## src/script_token_scanner_top_macros.svh

```systemverilog
`ifndef SCRIPT_TOKEN_SCANNER_TOP_MACROS_SVH
`define SCRIPT_TOKEN_SCANNER_TOP_MACROS_SVH

// Assertion helpers: one clock, one active-low reset, one message per check.
`ifndef SYNTHESIS
`define STS_ASSERT_IMPL(label, clk, rst_n, ante, cons, msg) \
	label: assert property (@(posedge clk) disable iff (!rst_n) (ante) |-> (cons)) \
		else $error(msg);
`define STS_ASSERT_NEXT(label, clk, rst_n, ante, cons, msg) \
	label: assert property (@(posedge clk) disable iff (!rst_n) (ante) |=> (cons)) \
		else $error(msg);
`else
`define STS_ASSERT_IMPL(label, clk, rst_n, ante, cons, msg)
`define STS_ASSERT_NEXT(label, clk, rst_n, ante, cons, msg)
`endif

`endif

```

## src/sts_pkg.sv

```systemverilog
package sts_pkg;

	localparam int OFFSET_BITS = 24;
	localparam int LINE_BITS   = 16;
	localparam int LENGTH_BITS = 16;

	localparam int QUEUE_DEPTH = 4;
	localparam int QPTR_BITS   = $clog2(QUEUE_DEPTH);
	localparam int QCNT_BITS   = $clog2(QUEUE_DEPTH + 1);

	localparam logic [4:0] K_SYMBOL  = 5'd0;
	localparam logic [4:0] K_INT     = 5'd1;
	localparam logic [4:0] K_FLOAT   = 5'd2;
	localparam logic [4:0] K_OP      = 5'd3;
	localparam logic [4:0] K_EOF     = 5'd4;
	localparam logic [4:0] K_NEWLINE = 5'd5;
	localparam logic [4:0] K_LPAREN  = 5'd6;
	localparam logic [4:0] K_RPAREN  = 5'd7;
	localparam logic [4:0] K_LBRACE  = 5'd8;
	localparam logic [4:0] K_RBRACE  = 5'd9;
	localparam logic [4:0] K_ASSIGN  = 5'd10;
	localparam logic [4:0] K_STRING  = 5'd11;
	localparam logic [4:0] K_FUNC    = 5'd12;
	localparam logic [4:0] K_CALL    = 5'd13;
	localparam logic [4:0] K_SEP     = 5'd14;
	localparam logic [4:0] K_BOOL    = 5'd15;
	localparam logic [4:0] K_NULL    = 5'd16;
	localparam logic [4:0] K_RETURN  = 5'd17;
	localparam logic [4:0] K_LOOP    = 5'd18;
	localparam logic [4:0] K_IF      = 5'd19;
	localparam logic [4:0] K_ELSE    = 5'd20;
	localparam logic [4:0] K_SYNTAX  = 5'd21;
	localparam logic [4:0] K_UNTERM  = 5'd22;

	localparam logic [4:0] OP_ADD = 5'd0;
	localparam logic [4:0] OP_SUB = 5'd1;
	localparam logic [4:0] OP_DIV = 5'd2;
	localparam logic [4:0] OP_MUL = 5'd3;
	localparam logic [4:0] OP_MOD = 5'd4;
	localparam logic [4:0] OP_LT  = 5'd5;
	localparam logic [4:0] OP_GT  = 5'd6;
	localparam logic [4:0] OP_NOT = 5'd7;
	localparam logic [4:0] OP_AND = 5'd8;
	localparam logic [4:0] OP_OR  = 5'd9;
	localparam logic [4:0] OP_XOR = 5'd10;
	localparam logic [4:0] OP_INV = 5'd11;
	localparam logic [4:0] OP_LE  = 5'd12;
	localparam logic [4:0] OP_GE  = 5'd13;
	localparam logic [4:0] OP_EQ  = 5'd14;
	localparam logic [4:0] OP_LAND = 5'd15;
	localparam logic [4:0] OP_LOR = 5'd16;
	localparam logic [4:0] OP_NE  = 5'd17;

	localparam int NUM_KW = 7;
	localparam logic [47:0] KW_TEXT [NUM_KW] =
		'{"false", "true", "null", "return", "loop", "if", "else"};
	localparam logic [2:0] KW_LEN [NUM_KW] = '{3'd5, 3'd4, 3'd4, 3'd6, 3'd4, 3'd2, 3'd4};
	localparam logic [4:0] KW_KIND [NUM_KW] =
		'{K_BOOL, K_BOOL, K_NULL, K_RETURN, K_LOOP, K_IF, K_ELSE};

	typedef struct packed {
		logic [4:0]             kind;
		logic [4:0]             op;
		logic [OFFSET_BITS-1:0] offset;
		logic [LINE_BITS-1:0]   line;
		logic [LINE_BITS-1:0]   column;
		logic [LENGTH_BITS-1:0] length;
		logic                   last;
	} tok_t;

	// Character j of keyword i, counted from its first letter.
	function automatic logic [7:0] kw_char(input int i, input logic [2:0] j);
		logic [5:0]  sh;
		logic [47:0] w;
		sh = {KW_LEN[i] - 3'd1 - j, 3'b000};
		w  = KW_TEXT[i] >> sh;
		return w[7:0];
	endfunction

	function automatic logic [NUM_KW-1:0] kw_next(input logic [NUM_KW-1:0] cand,
			input logic [LENGTH_BITS-1:0] len, input logic [7:0] c);
		logic [NUM_KW-1:0] r;
		r = '0;
		for (int i = 0; i < NUM_KW; i++)
			r[i] = cand[i] && (len < LENGTH_BITS'(KW_LEN[i])) && (kw_char(i, len[2:0]) == c);
		return r;
	endfunction

	function automatic logic [4:0] word_kind(input logic [NUM_KW-1:0] cand,
			input logic [LENGTH_BITS-1:0] len);
		logic [4:0] k;
		k = K_SYMBOL;
		for (int i = NUM_KW - 1; i >= 0; i--)
			if (cand[i] && len == LENGTH_BITS'(KW_LEN[i]))
				k = KW_KIND[i];
		return k;
	endfunction

endpackage

```

## src/sts_front.sv

```systemverilog
`include "script_token_scanner_top_macros.svh"

module sts_front import sts_pkg::*; (
	input  logic       clk,
	input  logic       arst_n,
	input  logic       take,
	input  logic [7:0] char_byte,
	output logic       v0,
	output logic       v1,
	output tok_t       tok0,
	output tok_t       tok1
);

	typedef enum logic [3:0] {
		M_IDLE, M_IDENT, M_INT, M_FLOAT, M_STR, M_HASH, M_QUEST,
		M_LT, M_GT, M_EQ, M_AMP, M_BAR, M_BANG, M_HALT
	} mode_t;

	mode_t                  mode_q, nm;
	logic [NUM_KW-1:0]      kw_q, kwn;
	logic [OFFSET_BITS-1:0] off_q, st_off_q;
	logic [LINE_BITS-1:0]   line_q, col_q, st_line_q, st_col_q;
	logic [LENGTH_BITS-1:0] len_q, len_n;
	logic                   adv, fall, latch;
	logic                   e0v, env;
	logic [4:0]             e0k, e0o, enk, eno;
	logic [LENGTH_BITS-1:0] e0l, enl;
	logic [LENGTH_BITS-1:0] len_inc;
	logic [7:0]             c;
	logic                   is_alpha, is_digit;

	assign c        = char_byte;
	assign is_alpha = (c >= "a" && c <= "z") || (c >= "A" && c <= "Z") || c == "_";
	assign is_digit = c >= "0" && c <= "9";
	assign len_inc  = (len_q == '1) ? len_q : len_q + 1'b1;

	always_comb begin
		nm    = mode_q;
		kwn   = kw_q;
		len_n = len_q;
		adv   = 1'b0;
		fall  = 1'b0;
		latch = 1'b0;
		e0v   = 1'b0;
		e0k   = K_SYMBOL;
		e0o   = OP_ADD;
		e0l   = '0;
		env   = 1'b0;
		enk   = K_SYMBOL;
		eno   = OP_ADD;
		enl   = '0;
		unique case (mode_q)
			M_HALT: ;
			M_IDENT: begin
				if (is_alpha || is_digit) begin
					kwn   = kw_next(kw_q, len_q, c);
					len_n = len_inc;
					adv   = 1'b1;
				end else begin
					e0v  = 1'b1;
					e0k  = word_kind(kw_q, len_q);
					e0l  = len_q;
					fall = 1'b1;
				end
			end
			M_INT, M_FLOAT: begin
				if (is_digit || (c == "." && mode_q == M_INT)) begin
					if (c == ".") nm = M_FLOAT;
					len_n = len_inc;
					adv   = 1'b1;
				end else begin
					e0v  = 1'b1;
					e0k  = (mode_q == M_FLOAT) ? K_FLOAT : K_INT;
					e0l  = len_q;
					fall = 1'b1;
				end
			end
			M_STR: begin
				if (c == "\"") begin
					e0v = 1'b1; e0k = K_STRING; e0l = len_q;
					adv = 1'b1; nm = M_IDLE;
				end else if (c == 8'd0) begin
					e0v = 1'b1; e0k = K_UNTERM; e0l = len_q;
					nm  = M_HALT;
				end else begin
					len_n = len_inc;
					adv   = 1'b1;
				end
			end
			M_HASH: begin
				if (c != "\n" && c != 8'd0) adv = 1'b1;
				else fall = 1'b1;
			end
			M_QUEST: begin
				if (c == 8'd0) begin
					e0v = 1'b1; e0k = K_UNTERM;
					nm  = M_HALT;
				end else begin
					if (c == "?") nm = M_IDLE;
					adv = 1'b1;
				end
			end
			M_LT, M_GT, M_EQ, M_AMP, M_BAR, M_BANG: begin
				if (mode_q == M_LT && c == "-") begin
					e0v = 1'b1; e0k = K_ASSIGN; e0l = LENGTH_BITS'(2);
					adv = 1'b1; nm = M_IDLE;
				end else if ((mode_q == M_AMP && c == "&") || (mode_q == M_BAR && c == "|") ||
						(mode_q != M_AMP && mode_q != M_BAR && c == "=")) begin
					e0v = 1'b1; e0k = K_OP; e0l = LENGTH_BITS'(2);
					case (mode_q)
						M_LT:    e0o = OP_LE;
						M_GT:    e0o = OP_GE;
						M_EQ:    e0o = OP_EQ;
						M_AMP:   e0o = OP_LAND;
						M_BAR:   e0o = OP_LOR;
						default: e0o = OP_NE;
					endcase
					adv = 1'b1; nm = M_IDLE;
				end else if (mode_q == M_EQ) begin
					e0v = 1'b1; e0k = K_SYNTAX;
					nm  = M_HALT;
				end else begin
					e0v = 1'b1; e0k = K_OP; e0l = LENGTH_BITS'(1);
					case (mode_q)
						M_LT:    e0o = OP_LT;
						M_GT:    e0o = OP_GT;
						M_BANG:  e0o = OP_NOT;
						M_AMP:   e0o = OP_AND;
						default: e0o = OP_OR;
					endcase
					fall = 1'b1;
				end
			end
			default: fall = 1'b1;
		endcase

		// The byte did not extend the pending token, so it opens a new one.
		if (fall) begin
			latch = 1'b1;
			nm    = M_IDLE;
			len_n = '0;
			if (is_alpha) begin
				kwn   = kw_next('1, '0, c);
				len_n = LENGTH_BITS'(1);
				nm    = M_IDENT;
				adv   = 1'b1;
			end else if (is_digit) begin
				len_n = LENGTH_BITS'(1);
				nm    = M_INT;
				adv   = 1'b1;
			end else begin
				env = 1'b1;
				case (c)
					"\"":   begin env = 1'b0; nm = M_STR; end
					"<":    begin env = 1'b0; nm = M_LT; end
					">":    begin env = 1'b0; nm = M_GT; end
					"=":    begin env = 1'b0; nm = M_EQ; end
					"&":    begin env = 1'b0; nm = M_AMP; end
					"|":    begin env = 1'b0; nm = M_BAR; end
					"!":    begin env = 1'b0; nm = M_BANG; end
					"#":    begin env = 1'b0; nm = M_HASH; end
					"?":    begin env = 1'b0; nm = M_QUEST; end
					" ", 8'h0D, "\t": env = 1'b0;
					8'd0:   enk = K_EOF;
					"\n":   enk = K_NEWLINE;
					"(":    enk = K_LPAREN;
					")":    enk = K_RPAREN;
					"{":    enk = K_LBRACE;
					"}":    enk = K_RBRACE;
					"$":    enk = K_FUNC;
					"@":    enk = K_CALL;
					",":    enk = K_SEP;
					"+":    begin enk = K_OP; eno = OP_ADD; enl = LENGTH_BITS'(1); end
					"-":    begin enk = K_OP; eno = OP_SUB; enl = LENGTH_BITS'(1); end
					"/":    begin enk = K_OP; eno = OP_DIV; enl = LENGTH_BITS'(1); end
					"*":    begin enk = K_OP; eno = OP_MUL; enl = LENGTH_BITS'(1); end
					"%":    begin enk = K_OP; eno = OP_MOD; enl = LENGTH_BITS'(1); end
					"^":    begin enk = K_OP; eno = OP_XOR; enl = LENGTH_BITS'(1); end
					"~":    begin enk = K_OP; eno = OP_INV; enl = LENGTH_BITS'(1); end
					default: enk = K_SYNTAX;
				endcase
				if (env && (enk == K_EOF || enk == K_SYNTAX)) nm = M_HALT;
				else adv = 1'b1;
			end
		end
	end

	// The pending token goes out first; a token opened by the same byte follows it.
	always_comb begin
		tok0 = '{kind: e0k, op: e0o, offset: st_off_q, line: st_line_q, column: st_col_q,
			length: e0l, last: 1'b0};
		tok1 = '{kind: enk, op: eno, offset: off_q, line: line_q, column: col_q,
			length: enl, last: 1'b1};
		v0   = take && (e0v || env);
		v1   = take && e0v && env;
		if (!e0v) tok0 = tok1;
		else tok0.last = !env;
	end

	always_ff @(posedge clk or negedge arst_n) begin
		if (!arst_n) begin
			mode_q    <= M_IDLE;
			kw_q      <= '0;
			off_q     <= '0;
			line_q    <= '0;
			col_q     <= '0;
			st_off_q  <= '0;
			st_line_q <= '0;
			st_col_q  <= '0;
			len_q     <= '0;
		end else if (take) begin
			mode_q <= nm;
			kw_q   <= kwn;
			len_q  <= len_n;
			if (latch) begin
				st_off_q  <= off_q;
				st_line_q <= line_q;
				st_col_q  <= col_q;
			end
			if (adv) begin
				if (off_q != '1) off_q <= off_q + 1'b1;
				if (c == "\n") begin
					col_q <= '0;
					if (line_q != '1) line_q <= line_q + 1'b1;
				end else if (col_q != '1) begin
					col_q <= col_q + 1'b1;
				end
			end
		end
	end

	`STS_ASSERT_NEXT(a_halt_sticks, clk, arst_n, mode_q == M_HALT, mode_q == M_HALT, "scanner left halt")
	`STS_ASSERT_IMPL(a_second_needs_first, clk, arst_n, v1, v0, "second beat without first")

endmodule

```

## src/sts_queue.sv

```systemverilog
`include "script_token_scanner_top_macros.svh"

module sts_queue import sts_pkg::*; (
	input  logic clk,
	input  logic arst_n,
	input  logic v0,
	input  logic v1,
	input  tok_t tok0,
	input  tok_t tok1,
	output logic full,
	output logic empty,
	input  logic pop,
	output tok_t head
);

	tok_t                 mem [QUEUE_DEPTH];
	logic [QPTR_BITS-1:0] wp_q, rp_q;
	logic [QCNT_BITS-1:0] cnt_q;
	logic                 deq;

	// Room for the two beats one byte can cause is kept free.
	assign full  = cnt_q > QCNT_BITS'(QUEUE_DEPTH - 2);
	assign empty = cnt_q == '0;
	assign deq   = pop && !empty;
	assign head  = mem[rp_q];

	always_ff @(posedge clk) begin
		if (v0) mem[wp_q] <= tok0;
		if (v1) mem[wp_q + 1'b1] <= tok1;
	end

	always_ff @(posedge clk or negedge arst_n) begin
		if (!arst_n) begin
			wp_q  <= '0;
			rp_q  <= '0;
			cnt_q <= '0;
		end else begin
			wp_q  <= wp_q + QPTR_BITS'(v0) + QPTR_BITS'(v1);
			rp_q  <= rp_q + QPTR_BITS'(deq);
			cnt_q <= cnt_q + QCNT_BITS'(v0) + QCNT_BITS'(v1) - QCNT_BITS'(deq);
		end
	end

	`STS_ASSERT_IMPL(a_no_overflow, clk, arst_n, 1'b1, cnt_q <= QCNT_BITS'(QUEUE_DEPTH), "queue overflow")
	`STS_ASSERT_IMPL(a_push_has_room, clk, arst_n, v0, !full, "beat written into full queue")

endmodule

```

## src/script_token_scanner_top.sv

```systemverilog
// Channel  | Direction | Handshake        | Beat
// input    | in        | push / full      | char_byte
// result   | out       | pop / empty      | token_kind .. last_of_run
//
// One byte is taken every cycle while push is high and full is low; it causes zero, one or two result beats.
// The scanner state is registered; a four-entry token queue holds results.
// full rises once fewer than two entries are free, so a stalled reader stalls input.
// arst_n clears the scanner position and the queue; no clearing pass is needed.
// After end of input or an error the scanner halts and drops bytes until reset.
module script_token_scanner_top import sts_pkg::*; (
	input  logic                   clk,
	input  logic                   arst_n,
	input  logic                   push,
	output logic                   full,
	input  logic [7:0]             char_byte,
	output logic                   empty,
	input  logic                   pop,
	output logic [4:0]             token_kind,
	output logic [4:0]             operator_code,
	output logic [OFFSET_BITS-1:0] start_offset,
	output logic [LINE_BITS-1:0]   start_line,
	output logic [LINE_BITS-1:0]   start_column,
	output logic [LENGTH_BITS-1:0] text_length,
	output logic                   last_of_run
);

	logic v0, v1;
	tok_t tok0, tok1, head;

	sts_front u_front (
		.clk       (clk),
		.arst_n    (arst_n),
		.take      (push && !full),
		.char_byte (char_byte),
		.v0        (v0),
		.v1        (v1),
		.tok0      (tok0),
		.tok1      (tok1)
	);

	sts_queue u_queue (
		.clk    (clk),
		.arst_n (arst_n),
		.v0     (v0),
		.v1     (v1),
		.tok0   (tok0),
		.tok1   (tok1),
		.full   (full),
		.empty  (empty),
		.pop    (pop),
		.head   (head)
	);

	assign token_kind    = head.kind;
	assign operator_code = head.op;
	assign start_offset  = head.offset;
	assign start_line    = head.line;
	assign start_column  = head.column;
	assign text_length   = head.length;
	assign last_of_run   = head.last;

endmodule
```

## config.mk

```make
export PLATFORM = sky130hd
export DESIGN_NAME = script_token_scanner_top
export DESIGN_NICKNAME = d
export VERILOG_FILES = /design/src/sts_pkg.sv /design/src/sts_front.sv /design/src/sts_queue.sv /design/src/script_token_scanner_top.sv
export VERILOG_INCLUDE_DIRS = /design/src /design/src/src
export SDC_FILE = /design/constraint.sdc
export NUM_CORES = 1
export LEC_CHECK = 0
export BUFFER_PORTS_ARGS = -buffer_cell sky130_fd_sc_hd__clkbuf_2
export CAP_MARGIN = 10
export CORE_ASPECT_RATIO = 1.4
export CORE_MARGIN = 1.5
export CORE_UTILIZATION = 55
export CTS_BUF_LIST = sky130_fd_sc_hd__clkbuf_4 sky130_fd_sc_hd__clkbuf_8
export DETAILED_ROUTE_END_ITERATION = 7
export PLACE_DENSITY = 0.71
export SYNTH_ARGS = -nofsm -noshare
export SYNTH_HDL_FRONTEND = slang
export SYNTH_SLANG_ARGS = --single-unit
```

## constraint.sdc

```tcl
create_clock -name clk -period 9.4 [get_ports clk]
set_clock_uncertainty 0.05 [all_clocks]
set_input_delay 1.88 -clock clk [delete_from_list [all_inputs] [get_ports clk]]
set_output_delay 1.88 -clock clk [all_outputs]
set_load 0.05 [all_outputs]
```

==> flow_summary_export.csv, run 1 <==
group,metric,value,unit
clocking,cts_hold_buf,0,
synthesis,netlist-cell-type-count,101,
die,rows,90,
drt,drc_errors,0,
synthesis,synthTopCellsByArea,"edfxtp_1 (33%), dfrtp_1 (15%), a22o_1 (8.1%)",
final_layout,finish.utilization,60.84,%
clocking,clockBufferDepth,3,
critical_path,crit_path_start_kind,"input port",
global_routing,antenna_found_initial,1,
clocking,clockRootBuffer,"clkbuf_8",
timing,period_needed,5.600,ns
drt,avgRoutedWirePerCell,24.89,microns
synthesis,ys_ff_latch,478,
global_routing,grt_pass1_vias,17440,
final_layout,fillers,3426,
die,core_region_area,0.04313,sq mm
global_routing,track_usage,28.50,%
clocking,clkLatencyLatePin,0.63,ns
synthesis,seq_area_frac_synth,53.79,%
synthesis,syn_nets,2008,
die,boundaryPins,97,
clocking,cts_made_buffers,72,
synthesis,synth_flop_cell,"edfxtp_1",
power_and_ir_drop,vdd_drop_max,0.1625,mV
synthesis,syn_area,0.02406,sq mm
final_layout,multi_input_area,0.01025,sq mm
synthesis,syn_avg_cell_area,12.20,sq um
drt,ant_nets,0,
synthesis,synthMostInstantiatedCell,"edfxtp_1",
timing,grt_setup_unrepaired,"no",
flow_run,drv_cap,0,
synthesis,yosys.area.top_type,"edfxtp_1",
critical_path,setup.worst_path.class,"input port to flip-flop",
die,die_area,0.04503,sq mm
timing,tns,0,ns
drt,via_per_inst,6.629,
clocking,cts_sinks,478,
timing,slew_viol_final,0,
clocking,cts.repair.resized,0,
die,die_w,179.8,microns
timing,relSlewSlack,22.09,%
place,place_congestion,0.9261,
synthesis,synth_top_cell_area_share,32.95,%
synthesis,yosys_warnings,0,
synthesis,synth-edff-count,264,
critical_path,setup.worst_path.end_class,"flip-flop",
hold_path,holdCritPathClass,"flip-flop to flip-flop",
final_layout,area_growth,9.049,%
synthesis,async_flop_share,30.54,%
drt,drtIter0Drc,1197,
power_and_ir_drop,power_density,290.2,mW/mm^2
timing,final.period_utilization,59.58,%
power_and_ir_drop,power.leakage,9.818,nW
timing,setup_viol,0,
global_routing,grt_pass1_wl,98950,microns
clocking,cts_max_level,3,
run_status,status,"complete, no violations",
timing,worst_slew_pin_slew,1.169,ns
final_layout,fin_nets,2012,
place,io_buffers,96,
die,dieHeight,250.5,microns
synthesis,ys_top_cells_by_count,"edfxtp_1 (264), a22o_1 (223), dfrtp_1 (146)",
global_routing,grt_start_max_net_pins,68,
clocking,cts_setup_buffers,0,
critical_path,worstPathRequired,9.85,ns
timing,clock.fmax,0.1786,GHz
drt,vias,17150,
global_routing,grt_remaining_overflow,0,
timing,hold_viol,0,
critical_path,worst_ep_arrival_time,6.05,ns
synthesis,syn_inst,1972,
clocking,cts.clk_slew.worst_paths,0.06,ns
drt,drt_first_pass_iters,5,
clocking,cts_tree,"built",
final_layout,drive_gt1_share,22.47,%
critical_path,worst-path-max-fanout,31,
final_layout,seq_area,0.01295,sq mm
place,hpwl,39240,microns
drt,wirelength,64400,microns
die,start_util,55.79,%
cell families after synthesis:
group	count (synthesis)	share of synthesized area (%)
xor gates and xnor gates	67	2.470
adders and majority gates	24	1.342
and+or+nand+nor	496	10.90
buffers and inverters	221	4.030
DFF	478	53.79
muxes	147	10.74
AOI/OAI and AO/OA	539	16.72
worst max-delay path: stages:
cell and delay (ns):
clkbuf_2 0.50, or2_1 0.48, nor2_1 0.19, a221oi_1 0.64, a21boi_1 0.23, a21oi_1 0.58, o21ai_0 0.23, ha_1 0.32
inv_1 0.05, fa_1 0.40, fa_1 0.40, xnor2_1 0.14
layer usage:
layer	track usage [%]	vias to the layer above	share of wire, %	wire [microns]
li1	-	7645	-	-
met1	31.86	8705	37	23600
met2	52.62	629	54	34770
met3	3.489	170	4.7	3054
met4	15.45	0	4.6	2983
met5	0	-	0	0
cells in the final DEF (no fill, tap or decap), drive strengths merged, types with 15 or more instances in the layout:
cell type,count
a22o,223
mux4,83
clkbuf,203
ha,21
and3,26
o21ai,134
o22ai,28
xnor2,26
inv,36
mux2,60
a21oi,44
nor3,30
nand3,97
dfrtp,146
dfxtp,68
buf,25
edfxtp,264
nor4,15
xor2,41
nand2,110
nand4,24
nor2,93
state kept, by name (all words and copies together), names as in the netlist, 3 cells and up:
name	cells
u_front.col_q	16
u_front.kw_q	7
u_front.len_q	16
u_front.line_q	16
u_front.mode_q	4
u_front.off_q	24
u_front.st_col_q	16
u_front.st_line_q	16
u_front.st_off_q	24
u_queue.cnt_q	3
u_queue.mem	332
through the flow:
stage	power, mW	cell area, sq um	hold slack (ns)	setup WS, ns	std cells
after floorplan	5.021	24060	0.3854	3.688	1972
after global placement	5.814	24670	0.3934	3.284	2454
after detailed placement	5.845	24670	0.4005	3.241	2454
after CTS	7.652	26240	0.4096	3.885	2586
after global routing	7.912	26240	0.4262	3.583	2587
final	7.614	26240	0.4126	3.800	2587
power breakdown:
part / leakage [nW] / switching, mW / internal [mW] / total [mW]
combinational: 4.06 / 2.09 / 0.891 / 2.98
clock: 0.833 / 0.812 / 1.01 / 1.82
sequential: 4.93 / 0.316 / 2.50 / 2.82
total: 9.82 / 3.21 / 4.40 / 7.61
worst paths after layout:
check | slack (ns) | from | cells after the start | end
max | 3.80 | char_byte[1] | 12 | u_queue.cnt_q[2]
max reg2reg | 4.84 | u_front.mode_q[3] | 11 | u_queue.cnt_q[2]
max in group asynchronous | 7.00 | arst_n | 2 | u_queue.rp_q[1]
min | 0.41 | u_queue.mem[3][0] | 1 | u_queue.mem[3][0]
min in group asynchronous | 1.21 | arst_n | 1 | u_front.len_q[3]
min reg2reg | 0.41 | u_queue.mem[3][0] | 1 | u_queue.mem[3][0]
final cells by class:
cell class	instances	share of cell area, %
Antenna cell	1	0.009537
Clock buffer	108	5.117
Clock inverter	24	0.8393
Inverter	31	0.4435
Multi-Input combinational cell	1273	39.06
Sequential cell	478	49.36
Tap cell	552	2.632
Timing Repair Buffer	120	2.542
Power figures use the tool's default switching activity.
==> run 2: changes to the inputs <==
ABC_AREA = 1   (was default)
PLACE_DENSITY = 0.74   (was 0.71)
clock period = 4.67 ns   (was 9.4 ns; I/O delays follow)
==> run 2 against run 1 <==
  * Clock power grew 110%
  * Clock-buffer cell count is 6 lower
  * Sequential share of layout area fell by 4.1 points
  * First-iteration DRC count is 90% higher
  * Power rose to 2.5 times the previous value
  * Core utilization barely moved
  * Synthesized cell count is 66% higher
  * Area after synthesis up 8.9%
  * Worst setup slack worse by 3.2 ns
  * Combinational power increased to 3.3 times the previous value
  * Critical path type is now flip-flop to output pin
==> flow_summary_export.csv, run 2 <==
group,metric,value,unit
run_status,status,"complete, no violations",
die,die_area,0.04900,sq mm
global_routing,grt_start_max_net_pins,136,
synthesis,synth-edff-count,264,
clocking,cts_sinks,478,
hold_path,holdCritPathClass,"input port to async pin",
final_layout,area_growth,9.098,%
critical_path,rr_endpoint,"u_queue.mem[2][49]",
synthesis,synth_flop_cell,"edfxtp_1",
clocking,cts_setup_buffers,0,
power_and_ir_drop,vdd_drop_max,0.5420,mV
critical_path,r2r_start,"u_front.mode_q[1]",
final_layout,final_common_cell,"nand2_1",
clocking,cts_made_buffers,74,
final_layout,drive_gt1_share,10.51,%
timing,hold_viol,0,
drt,wirelength,81240,microns
drt,drt_first_pass_iters,6,
critical_path,setup.worst_path.class,"flip-flop to output pin",
final_layout,mostFrequentLayoutCells,"nand2_1 (689), o21ai_0 (441), nand3_1 (400), nor2_1 (352), edfxtp_1 (264)",
global_routing,use_met1,36.68,%
critical_path,critPathMaxStageDelay,0.68,ns
critical_path,crit_family,"buffers and inverters",
clocking,cts.clk_slew.worst_paths,0.06,ns
final_layout,largest_reg_flops,332,
drt,vias,23960,
synthesis,netlist-cell-type-count,48,
global_routing,grt_pass1_wl,126600,microns
synthesis,synthMostInstantiatedCell,"nand2_1",
synthesis,ys_ff_latch,478,
clocking,clockRootBuffer,"clkbuf_8",
critical_path,worst-path-max-fanout,56,
final_layout,finish.utilization,60.79,%
synthesis,ys_top_cells_by_count,"nand2_1 (693), o21ai_0 (441), nand3_1 (400)",
place,io_buffers,96,
synthesis,seq_area_frac_synth,49.37,%
timing,worst_slew_pin_slew,1.063,ns
global_routing,grt.met3_usage,4.905,%
die,start_util,55.72,%
clocking,cts.repair.resized,0,
drt,drc_errors,0,
global_routing,antenna_found_initial,1,
timing,relSlewSlack,29.12,%
critical_path,rrSetupSlack,0.95,ns
drt,drtIter0Drc,2280,
critical_path,worstPathCellList,"inv_4, buf_4, o21ai_0, o22ai_1, clkbuf_2",
synthesis,yosys_warnings,0,
synthesis,syn_nets,3304,
synthesis,synth_top_cell_area_share,30.24,%
drt,via_per_inst,6.088,
global_routing,grt.met2_usage,58.28,%
timing,tns,0,ns
drt,avgRoutedWirePerCell,20.65,microns
critical_path,worst-path-buf-inv,3,
clocking,clockBufferDepth,3,
critical_path,setup.worst_path.end_class,"output pin",
synthesis,async_flop_share,30.54,%
critical_path,worstPathRequired,3.69,ns
clocking,clkLatencyLatePin,0.68,ns
timing,grt_setup_unrepaired,"no",
place,dp.cells,3798,
synthesis,yosys.area.top_type,"edfxtp_1",
flow_run,drv_cap,0,
clocking,cts_hold_buf,0,
die,die_w,187.5,microns
global_routing,top_usage_layer,"met2",
final_layout,top_register,"u_queue.mem",
synthesis,synthTopCellsByArea,"edfxtp_1 (30%), dfrtp_1 (14%), nand2_1 (9.9%)",
timing,setup_viol,0,
clocking,cts_max_level,3,
drt,ant_nets,0,
die,dieHeight,261.3,microns
die,core_region_area,0.04705,sq mm
place,place_congestion,1.010,
timing,slew_viol_final,0,
timing,final.period_utilization,87.18,%
final_layout,fillers,4131,
final_layout,final-instance-count-excl-fill,3935,
global_routing,track_usage,32.95,%
final_layout,fin_nets,3286,
critical_path,r2r_cells,13,
clocking,cts_tree,"built",
critical_path,critPathSlowestCell,"dfrtp_4",
power_and_ir_drop,power.leakage,11.49,nW
timing,period_needed,4.071,ns
die,boundaryPins,97,
global_routing,grt_remaining_overflow,0,
global_routing,grt_pass1_vias,23390,
synthesis,syn_inst,3268,
final_layout,top_regs,"u_queue.mem x332, u_front.off_q x24, u_front.st_off_q x24",
timing,clock.fmax,0.2456,GHz
critical_path,crit_path_start_kind,"flip-flop",
place,hpwl,51720,microns
critical_path,worst_ep_arrival_time,3.09,ns
synthesis,syn_area,0.02621,sq mm
synthesis,syn_avg_cell_area,8.021,sq um
timing,whs,0.2877,ns
power_and_ir_drop,power_density,678.5,mW/mm^2
die,rows,94,
## run 2: changes by cell type in the layout (fill, tap and decap cells not counted), moves of 24 or more
cell,delta
a22o_1,-223
and3_1,-24
inv_1,+115
mux2_2,-59
mux4_2,-83
nand2_1,+583
nand3_1,+304
nor2_1,+264
o21ai_0,+326
o21ai_1,+109
o22ai_1,+57
xor2_1,+27
## run 2: layout make-up
class | count | area (sq um) | area share [%]
Sequential cell | 478 | 12950 | 45.27
Multi-Input combinational cell | 2381 | 11540 | 40.35
Clock buffer | 102 | 1279 | 4.471
Timing Repair Buffer | 156 | 1112 | 3.890
Tap cell | 624 | 780.7 | 2.730
Inverter | 159 | 601.8 | 2.104
Clock inverter | 34 | 335.3 | 1.173
Antenna cell | 1 | 2.502 | 0.008750
## run 2: worst reg2reg max path: stages, from the launching register on
cell	delay, ns
dfrtp_1	0.57
nand2_1	0.15
nor2_2	0.25
nor2_1	0.12
nand2_1	0.25
nand2_1	0.17
inv_1	0.11
nand3_1	0.13
nand2_2	0.16
o21ai_4	0.10
nor2_4	0.41
nand2_2	0.14
nand2_4	0.11
buf_4	0.62
## run 2: per-layer routing
layer	part of all wire, %	up-vias
li1	-	11130
met1	36	11370
met2	51	1149
met3	6.7	308
met4	6.3	0
met5	0	-
## run 2: kinds of logic after synthesis
group | after synthesis | synth area share [%]
adder cells (fa/ha/maj) | 24 | 1.232
XOR/XNOR | 72 | 2.406
buffers and inverters | 409 | 6.850
AND/OR/NAND/NOR | 1578 | 26.00
AO/OA/AOI/OAI | 707 | 14.14
flip-flops | 478 | 49.37
## run 2: worst max-delay path by stage
stage / slack (ns) / startpoint / to / cells past startpoint
2_1_floorplan: 0.17 / char_byte[1] / u_queue.mem[2][17] / 17
3_3_place_gp: 0.49 / char_byte[1] / u_queue.cnt_q[2] / 17
3_5_place_dp: 0.47 / char_byte[1] / u_queue.mem[2][55] / 14
4_1_cts: 0.64 / u_queue.rp_q[0] / text_length[13] / 5
5_1_grt: 0.54 / u_queue.rp_q[0] / text_length[13] / 5
6_report: 0.60 / u_queue.rp_q[0] / text_length[13] / 5
## run 2: metrics by stage
step	cell area (sq um)	total power, mW	setup slack [ns]
6_report	28600	19.40	0.5985
5_1_grt	28600	20.35	0.5402
4_1_cts	28590	19.31	0.6365
2_1_floorplan	26210	12.62	0.1733
3_3_place_gp	26980	15.27	0.4899
3_5_place_dp	26980	15.46	0.4728
## run 2: power breakdown
group,internal [mW],total [mW],leakage [nW],switching [mW]
combinational,2.13,9.87,5.62,7.74
sequential,5.19,5.67,5.01,0.473
clock,2.13,3.87,0.856,1.74
